[config.mk]
export PLATFORM = sky130hd
export DESIGN_NAME = dhti_table
export DESIGN_NICKNAME = d
export VERILOG_FILES = /design/src/rtl/assert_macros.svh /design/src/rtl/dhti_pkg.sv /design/src/rtl/dhti_table.sv
export SDC_FILE = /design/constraint.sdc
export NUM_CORES = 1
export LEC_CHECK = 0
export BUFFER_PORTS_ARGS = -buffer_cell sky130_fd_sc_hd__buf_2
export CAP_MARGIN = 40
export CORE_MARGIN = 2
export CORE_UTILIZATION = 60
export DETAILED_ROUTE_END_ITERATION = 12
export HOLD_SLACK_MARGIN = 0.03
export PLACE_DENSITY_LB_ADDON = 0.05
export SLEW_MARGIN = 15
export SYNTH_ARGS = -nofsm -noshare
export SYNTH_HDL_FRONTEND = slang
export SYNTH_SLANG_ARGS = --single-unit
[constraint.sdc]
create_clock -name clk_i -period 7.4 [get_ports clk_i]
set_clock_uncertainty 0.2 [all_clocks]
set_input_delay 0.37 -clock clk_i [delete_from_list [all_inputs] [get_ports clk_i]]
set_output_delay 0.37 -clock clk_i [all_outputs]
set_load 0.1 [all_outputs]
[src/rtl/assert_macros.svh]
// ----------------------------------------------------------------------------
// assert_macros.svh
// Assertion wrappers; compiled out when SYNTH is defined.
// ----------------------------------------------------------------------------
`ifndef ASSERT_MACROS_SVH
`define ASSERT_MACROS_SVH

`ifndef SYNTH
// Clocked assertion, disabled while reset is held
`define ASSERT_RST(lbl, clk, rst_n, prop, msg) \
  lbl: assert property (@(posedge clk) disable iff (!rst_n) prop) else $error(msg);
// Clocked assertion, always active
`define ASSERT_CLK(lbl, clk, prop, msg) \
  lbl: assert property (@(posedge clk) prop) else $error(msg);
`else
`define ASSERT_RST(lbl, clk, rst_n, prop, msg)
`define ASSERT_CLK(lbl, clk, prop, msg)
`endif

`endif

[src/rtl/dhti_pkg.sv]
// ----------------------------------------------------------------------------
// dhti_pkg
// Shared widths, codes and the slot row type of the double-hash table.
// ----------------------------------------------------------------------------
package dhti_pkg;

  localparam int unsigned KEY_W    = 31;
  localparam int unsigned AGE_W    = 8;
  localparam int unsigned STATUS_W = 3;
  localparam int unsigned SLOT_W   = 4;

  localparam logic CMD_INSERT = 1'b0;
  localparam logic CMD_LOOKUP = 1'b1;

  typedef enum logic [STATUS_W-1:0] {
    ST_INSERTED  = 3'd0,
    ST_DUPLICATE = 3'd1,
    ST_FULL      = 3'd2,
    ST_FOUND     = 3'd3,
    ST_NOT_FOUND = 3'd4
  } status_e;

  typedef struct packed {
    logic             valid;
    logic [KEY_W-1:0] key;
    logic [AGE_W-1:0] age;
  } row_t;

endpackage

[src/rtl/dhti_table.sv]
// ----------------------------------------------------------------------------
// dhti_table
// Slot memory, one read and one write port, registered read data.
// Sweeps every row to empty after reset.
// ----------------------------------------------------------------------------
module dhti_table #(
  parameter int unsigned TABLE_SIZE = 11
) (
  input  logic                          clk_i,
  input  logic                          rst_ni,
  input  logic                          rd_en_i,
  input  logic [$clog2(TABLE_SIZE)-1:0] rd_addr_i,
  output dhti_pkg::row_t                rd_row_o,
  input  logic                          wr_en_i,
  input  logic [$clog2(TABLE_SIZE)-1:0] wr_addr_i,
  input  dhti_pkg::row_t                wr_row_i,
  output logic                          clr_busy_o
);

  localparam int unsigned IDX_W = $clog2(TABLE_SIZE);
  localparam logic [IDX_W-1:0] LAST_IDX = IDX_W'(TABLE_SIZE - 1);

  dhti_pkg::row_t   mem [TABLE_SIZE];
  dhti_pkg::row_t   rd_row_q;
  logic             clr_busy_q;
  logic [IDX_W-1:0] clr_idx_q;

  always_ff @(posedge clk_i or negedge rst_ni) begin
    if (!rst_ni) begin
      clr_busy_q <= 1'b1;
      clr_idx_q  <= '0;
    end else if (clr_busy_q) begin
      clr_idx_q <= clr_idx_q + 1'b1;
      if (clr_idx_q == LAST_IDX) begin
        clr_busy_q <= 1'b0;
      end
    end
  end

  always_ff @(posedge clk_i) begin
    if (clr_busy_q) begin
      mem[clr_idx_q] <= '0;
    end else if (wr_en_i) begin
      mem[wr_addr_i] <= wr_row_i;
    end
    if (rd_en_i) begin
      rd_row_q <= mem[rd_addr_i];
    end
  end

  assign rd_row_o   = rd_row_q;
  assign clr_busy_o = clr_busy_q;

endmodule

# After elaboration in Yosys (flattened, before gate mapping)
# Memory sizes are Yosys's and may differ from the RTL's. A register that Yosys moved wholly into a read port is not among the register bits.
# Index checks and enable logic that the tools add are counted.
[totals]
ff_bits = 5
latch_bits = 0
ramBits = 440
rom_bits = 0
in_bits = 52
output_inout_bits = 41
elab_cells = 16
memories = 1
[mem_list]
columns = ["memory", "words", "word_bits", "rd", "rd_clocked_by_memory_dff", "wr", "line", "source"]
rows = [
  ["mem", 11, 40, 1, 1, 1, "dhti_table.sv:23", "dhti_pkg::row_t mem [TABLE_SIZE];"],
]
[op_classes]
add_sub_neg = 1
multipliers = 0
div = 0
magnitude_cmp = 0
n_eq_ne = 1
shift = 0
muxes = 10
bitwise = 0
n_reduce_logical = 1
[op_table]
columns = ["cell", "count"]
rows = [
  ["40-bit 2-to-1 mux", 1],
  ["40-bit OR reduction", 1],
  ["1-bit 2-to-1 mux", 8],
  ["4-bit by 1-bit adder with 4-bit output, second input constant", 1],
  ["4-bit == test, second input constant", 1],
  ["4-bit 2-to-1 mux", 1],
]

# Logic depth before layout (Yosys ltp)
# Gate-level depths: netlist of the first run.
[depth]
depth_word = 5
mapped_depth = 5
mapped_depth_nobuf = 3

# Worst setup path before layout of the first run
# OpenSTA, ideal clock, no wires.
[synth_path]
path_kind = "flip-flop to flip-flop"
start = "register clr_busy_q (netlist: clr_busy_o)"
end = "memory mem[5][0] (netlist name), enable pin"
setup_time_ns = 0.437
arrival_time_ns = 3.146
required_ns = 6.763
path_slack_ns = 3.616
path_stages_with_launch = 4
path_buffers = 1
synth_period_minus_slack_ns = 3.784
cell_sequence = "dfstp_2 -> clkbuf_1 -> a31oi_1 -> nor2_1"
[synth_via]
elab_chain_len = 4
elab_cells_between_ends = 7
classes_between = "6 x mux; 1 x reduce/logical"
[synth_rtl]
columns = ["element", "line", "source"]
rows = [
  ["start, declared", "dhti_table.sv:25", "logic clr_busy_q;"],
  ["start signal, assigned", "dhti_table.sv:30", "clr_busy_q <= 1'b1;"],
  ["start signal, assigned", "dhti_table.sv:35", "clr_busy_q <= 1'b0;"],
  ["1-bit 2-to-1 mux", "dhti_table.sv:41", "if (clr_busy_q) begin"],
  ["1-bit 2-to-1 mux (implied by the code)", "dhti_table.sv:44", "mem[wr_addr_i] <= wr_row_i;"],
  ["40-bit OR reduction (no line)", "--", ""],
  ["4-bit 2-to-1 mux (no line) or 1-bit 2-to-1 mux (tied branches)", "--", ""],
  ["end, declared", "dhti_table.sv:23", ""],
]
# Parallel ways exist; a longest one is shown, timed or not.

# Worst setup path after layout of the first run
[layout_path]
start = "register clr_busy_q (netlist: clr_busy_o)"
end = "memory mem[8][12] (netlist name), enable pin"
# The elaborated chain is that of the path after synthesis.

==> metrics.yaml, run 1 <==
die_h_um: 182.0
vias: 9550
synth_seq_cells: 485
antenna_found_initial: 1
drtPass1Iterations: 5
end_kind: "flop"
fmax_ghz: 0.3207
grt_usage_pct: 23.93
final_design_area_no_fill_um2: 21400
grt_pass1_wl_mm: 58.57
intPower_w: 0.004418
max_stage_delay_ns: 0.61
r2r_end: "mem[8][12]$_DFFE_PP_"
cts_sinks: 485
first_iter_violations: 782
crit_end: "mem[8][12]$_DFFE_PP_"
seqPwrFrac_pct: 54.6
final.setup.tns_ns: 0
post-dp-hpwl_mm: 19.06
synthArstFlopShare_pct: 1.031
avgSynthCellArea_um2: 18.42
start_kind: "flop"
criticalPathCategory: "flop to flop"
reg2reg_slack_ns: 4.28
gp_congestion: 0.7298
clockBufferDepth: 3
ys_warn_count: 0
path_buf_inv: 2
core_region_area_um2: 31390
tightest_slew_ns: 0.8744
synth.top_cell.area_share_pct: 75.83
cp_num_cells: 5
fin_crit_ns: 3.119
rsz0062_at_grt: "no"
cts_tree: "done"
syn_nets: 1086
synth_ff_type: "edfxtp_1"
clkTransAtPathRegs_ns: 0.06
fillers: 2112
clock_power_share_pct: 38.5
cp_top_family: "buffers and inverters"
cp-startpoint: "clr_busy_o$_DFF_PN1_"
cts_max_level: 2
row_count: 65
finalNonFillerCells: 1574
grt_max_degree: 57
overflow: 0
hp-class: "input pin to async pin"
io_pins: 93
cts_root_buffer: "clkbuf_16"
cts_resized: 0
worstPathArrival_ns: 3.09
syn_area_um2: 19010
drc_errors: 0
ir_worst_vdd_mv: 0.2131
cap_violations: 0
ys_types: 31
synth-edff-count: 480
status: "complete, no violations"
drtAntennaViolNets: 0
worstPathRequired_ns: 7.37
post-cts-setup-buffers: 0
grt_pass1_vias: 9678
rr_worst_depth: 5
seq_area_frac_synth_pct: 76.50
crit_top_cell: "buf_4"
combPwrFrac_pct: 6.9
synth_area_leader_cell: "edfxtp_1"
dp.cells: 1489
die_area_um2: 33120
io_buffers: 92
wl_per_cell_um: 24.68
netlist_instances: 1032
drive_above_1_share_pct: 26.39
path_cells: "nor2b_4, buf_4, a32oi_1, nor2_4, buf_4"
relSlewSlack_pct: 41.71
hold_viol_final: 0
area_growth_pct: 12.60
slew_viol_final: 0
post_dp_cell_area_um2: 20000
drt-total-wl_mm: 38.84
finalSetupViolations: 0
cp_slowest_cell: "buf_4"
start_util_pct: 60.55
rr_startpoint: "clr_busy_o$_DFF_PN1_"
cp_max_fo: 41
p_leak_nw: 6.882
via_per_inst: 6.067
synth_area_leaders: "edfxtp_1 (76%), mux2_2 (7.1%), mux2i_1 (4.2%), a22o_1 (1.8%), o211ai_1 (1.6%)"
clock_latency_ns: 0.55
post-route-period-util_pct: 42.14
swShare_pct: 21.93
fin_nets: 1192
p_sw_w: 0.001241
cts_buffers: 47
power.density_nw_per_um2: 264.4
die_w_um: 182.0
[kinds of logic after synthesis]
| kind of cell | share of synthesized area, % |
|---|---|
| flops | 76.50 |
| mux | 11.32 |
| compound gates | 6.622 |
| simple gates | 3.449 |
| buf+inv | 1.837 |
| xor+xnor | 0.1383 |
| fa+ha+maj | 0.1316 |
[synth_stat cells (all sizes together) (3+ instances only)]
master	instances
edfxtp	480
nor2b	3
buf	29
nand2b	42
o22ai	40
dfrtp	4
mux2i	80
a22o	40
o31ai	40
nor4bb	3
and2	40
inv	4
clkbuf	32
o211ai	40
mux2	120
nor2	14
a31oi	5
[worst register-to-register path: cells and delay by family, from the launching register on]
| family | cells | cell delay, ns |
|---|---|---|
| compound gates | 1 | 0.39 |
| simple gates | 2 | 0.57 |
| flops | 1 | 0.46 |
| buf+inv | 2 | 1.10 |
[state kept, by name, summed over array words and instances, names as in the netlist]
register	count
clr_busy_o	1
clr_idx_q	4
mem	440
rd_row_o	40
[cells in the final DEF (no fill, tap or decap), types with 2 or more instances in the layout]
cell,instances
a21oi_1,2
a22o_1,40
a31oi_1,5
and2_1,40
buf_16,3
buf_2,91
buf_4,21
clkbuf_1,13
clkbuf_16,49
clkinv_1,13
clkinv_2,6
dfrtp_1,4
dlygate4sd3_1,2
edfxtp_1,480
ha_1,2
inv_1,4
mux2_2,120
mux2i_1,80
nand2b_1,41
nor2_1,2
nor2_4,12
nor2b_4,2
nor4b_1,2
nor4bb_1,3
o211ai_1,40
o22ai_1,40
o31ai_1,40
xnor2_1,2
[layout make-up]
class                           count  area (um^2)  share of cell area [%]
Antenna cell                        1        2.502                 0.01169
Clock buffer                       62         1275                   5.957
Clock inverter                     20        108.9                  0.5086
Inverter                            4        15.01                 0.07015
Multi-Input combinational cell    482         4228                   19.75
Sequential cell                   485        14540                   67.94
Tap cell                          402        503.0                   2.350
Timing Repair Buffer              118        729.5                   3.408
[routing by layer]
metal	routed length (um)	track usage, %
met2	18980	39.79
met5	0	0
met4	796	6.194
met3	2141	3.510
met1	16920	33.82
[repair_timing]
action,CTS,global route
hold buffers,2,0
setup endpoints to repair,0,0
endpoints found under the hold margin,5,0
[worst min-delay path by stage]
stage           start  depth (start not counted)  slack [ns]                       end
6_report       rst_ni                          2        0.13      clr_busy_o$_DFF_PN1_
5_1_grt        rst_ni                          2        0.12      clr_busy_o$_DFF_PN1_
4_1_cts        rst_ni                          2        0.10      clr_busy_o$_DFF_PN1_
3_5_place_dp   rst_ni                          1       -0.01  clr_idx_q[0]$_DFFE_PN0P_
3_3_place_gp   rst_ni                          1       -0.01  clr_idx_q[0]$_DFFE_PN0P_
2_1_floorplan  rst_ni                          0       -0.13  clr_idx_q[0]$_DFFE_PN0P_
[power groups by stage]
stage / logic, W / clock network [W] / registers [W]
floorplan: 0.000175 / 0 / 0.00325
global placement: 0.000384 / 0 / 0.00314
detailed placement: 0.000393 / 0 / 0.00315
CTS: 0.000395 / 0.00222 / 0.00309
global route: 0.000416 / 0.00233 / 0.00309
finish: 0.000391 / 0.00218 / 0.00309
[per-stage QoR]
step / utilization (%) / hold WS (ns) / power (W) / setup slack, ns
3_5_place_dp: 63.69 / -0.01361 / 0.003539 / 4.195
4_1_cts: 68.17 / 0.1002 / 0.005700 / 4.262
5_1_grt: 68.17 / 0.1219 / 0.005831 / 4.139
3_3_place_gp: 63.42 / -0.01220 / 0.003528 / 4.206
2_1_floorplan: - / -0.1256 / 0.003429 / 3.616
6_report: 68.17 / 0.1339 / 0.005659 / 4.281
Note: power is estimated with default switching activity, not from simulation.
==> run 2, diff against run 1 <==
Settings changed: ABC_AREA set to 1, CORE_UTILIZATION 60 to 55.
Clock period 7.4 ns to 2.8 ns, I/O delays scaled along.
==> run 2 against run 1 <==
Effect of this change: critical path depth is 2 higher; die area increased by 15%; area after synthesis is 6.1% higher; sequential share of layout area decreased by 5.8 points; power grew to 2.8 times the previous value; register-to-register slack lost 4.1 ns; non-clock buffer count grew 63; via count increased by 33%; setup slack got worse by 4.1 ns; wire length rose by 14%; critical path type unchanged; critical endpoint is now mem[1][35]$_DFFE_PP_; largest cell class unchanged.
==> metrics.yaml, run 2 <==
post_dp_cell_area_um2: 21370
drtPass1Iterations: 5
cts_buffers: 49
io_buffers: 92
largest_register_ff_count: 440
cts_sinks: 485
start_kind: "flop"
clockBufferDepth: 3
die_area_um2: 38230
syn_area_um2: 20170
seq_area_frac_synth_pct: 72.08
status: "complete, no violations"
synth-compound-area-share_pct: 1.668
cts_root_buffer: "clkbuf_16"
synth_area_leaders: "edfxtp_1 (71%), nand2_1 (9.9%), nand3_1 (7.0%), inv_1 (5.4%), o211ai_1 (1.5%)"
cap_violations: 0
core_region_area_um2: 36350
finalPower_w: 0.01574
synth_xor_area_share_pct: 0.1302
grt_pass1_wl_mm: 68.55
slew_viol_final: 0
die_w_um: 195.5
io_pins: 93
relSlewSlack_pct: 53.38
grt_max_degree: 89
wl_per_cell_um: 18.20
final_design_area_no_fill_um2: 23380
fin_nets: 1985
synthArstFlopShare_pct: 1.031
layout_common_cells: "nand2_1 (530), edfxtp_1 (480), inv_1 (289)"
area_growth_pct: 15.92
synth.top_cell.area_share_pct: 71.45
synth_fa_ha_area_share_pct: 0.1240
row_count: 70
via_per_inst: 5.198
hold_viol_final: 0
cp_top_family: "simple AND/OR/NAND/NOR gates"
avgSynthCellArea_um2: 11.26
ys_types: 24
post-dp-hpwl_mm: 23.45
post-route-period-util_pct: 92.85
syn_nets: 1846
drtAntennaViolNets: 0
synth-edff-count: 480
post-cts-setup-buffers: 0
hp-class: "input pin to flop"
end_kind: "flop"
grt_usage_pct: 23.58
drc_errors: 0
clock_latency_ns: 0.58
power.density_nw_per_um2: 673.3
cts_resized: 0
gp_congestion: 0.7679
finalSetupViolations: 0
ys_warn_count: 0
die_h_um: 195.5
antenna_found_initial: 0
synth_seq_cells: 485
path_buf_inv: 2
worstPathRequired_ns: 2.86
worstPathArrival_ns: 2.66
cts_max_level: 2
holdBufCountCts: 44
netlist_instances: 1792
ir_worst_vdd_mv: 0.5835
criticalPathCategory: "flop to flop"
cts_tree: "done"
rsz0062_at_grt: "no"
synth_area_leader_cell: "edfxtp_1"
synth_ff_type: "edfxtp_1"
fin_crit_ns: 2.600
final_common_cell: "nand2_1"
insertedDiodeCount: 0
first_iter_violations: 833
clkTransAtPathRegs_ns: 0.06
grt_pass1_vias: 12260
regMostFlops: "mem"
overflow: 0
synth_top_family_by_area: "simple AND/OR/NAND/NOR gates"
drt-total-wl_mm: 44.36
start_util_pct: 55.50
reg2reg_slack_ns: 0.20
cp_max_fo: 17
max_stage_delay_ns: 0.60
p_leak_nw: 9.843
yosysMostFrequentCell: "nand2_1"
vias: 12670
synthTopCellsByCount: "nand2_1 (530), edfxtp_1 (480), inv_1 (291)"
synthMuxAreaShare_pct: 0
drive_above_1_share_pct: 11.52
fmax_ghz: 0.3846
path_cells: "inv_2, nand2_2, nand2_1, o21ai_0, nand3_1, nor2_4, buf_12"
cp_slowest_cell: "dfstp_2"
yosys.area_share.simple_pct: 17.99
tightest_slew_ns: 0.6968
[run 2: path summary, 6_finish.rpt]
kind,start,end,cells past startpoint
max,clr_busy_o$_DFF_PN1_,mem[1][35]$_DFFE_PP_,7
max in group asynchronous,rst_ni,clr_busy_o$_DFF_PN1_,3
max reg2reg,clr_busy_o$_DFF_PN1_,mem[1][35]$_DFFE_PP_,7
min reg2reg,clr_busy_o$_DFF_PN1_,clr_busy_o$_DFF_PN1_,2
min,rd_addr_i[0],rd_row_o[18]$_DFFE_PP_,5
min in group asynchronous,rst_ni,clr_idx_q[2]$_DFFE_PN0P_,3
[run 2: cell families (layout without fill, tap and decap cells)]
group / after synthesis / after routing
and+or+nand+nor: 869 / 869
buffers and inverters: 388 / 566
adders and majority gates: 2 / 2
xor gates and xnor gates: 3 / 3
DFF: 485 / 485
AOI/OAI and AO/OA: 45 / 45
[run 2: power breakdown]
part | internal (W) | switching (W) | total (W)
Sequential | 0.00809 | 0.0000141 | 0.00810
Combinational | 0.000298 | 0.000932 | 0.00123
Clock | 0.00377 | 0.00264 | 0.00641
[run 2: metrics by stage]
step	TNS [ns]	util [%]	hold slack (ns)	cells	setup WS, ns
floorplan	-163.05	-	-0.3556	1792	-0.3740
global placement	0	58.74	-0.2450	2303	0.2543
detailed placement	0	58.80	-0.2442	2304	0.2163
CTS	0	64.34	0.08378	2438	0.2143
global route	0	64.34	0.1148	2438	0.06803
finish	0	64.34	0.1056	2438	0.2001
[run 2: area by class of cell]
cell class	count	area (um^2)
flip-flops and latches	485	14540
clock inverters	29	260.3
well taps	468	585.6
repair buffers	181	1470
inverters	295	1115
clock buffers	61	1314
multi-input cells	919	4100
fillers	2737	12960
[run 2: per-layer routing]
layer,GRT usage [%],vias to the layer above,wire length [um],share of wire (%)
met3,3.109,64,2218,5.0
met5,0,-,0,0
met1,32.17,6080,19440,44
met4,5.457,0,772,1.7
li1,-,6198,-,-
met2,40.71,330,21940,49
[run 2: tightest hold or removal path: stages]
cell and delay, ns:
buf_6 0.18, nand2_1 0.10, nand3_1 0.08, o211ai_1 0.09, nand2_1 0.07
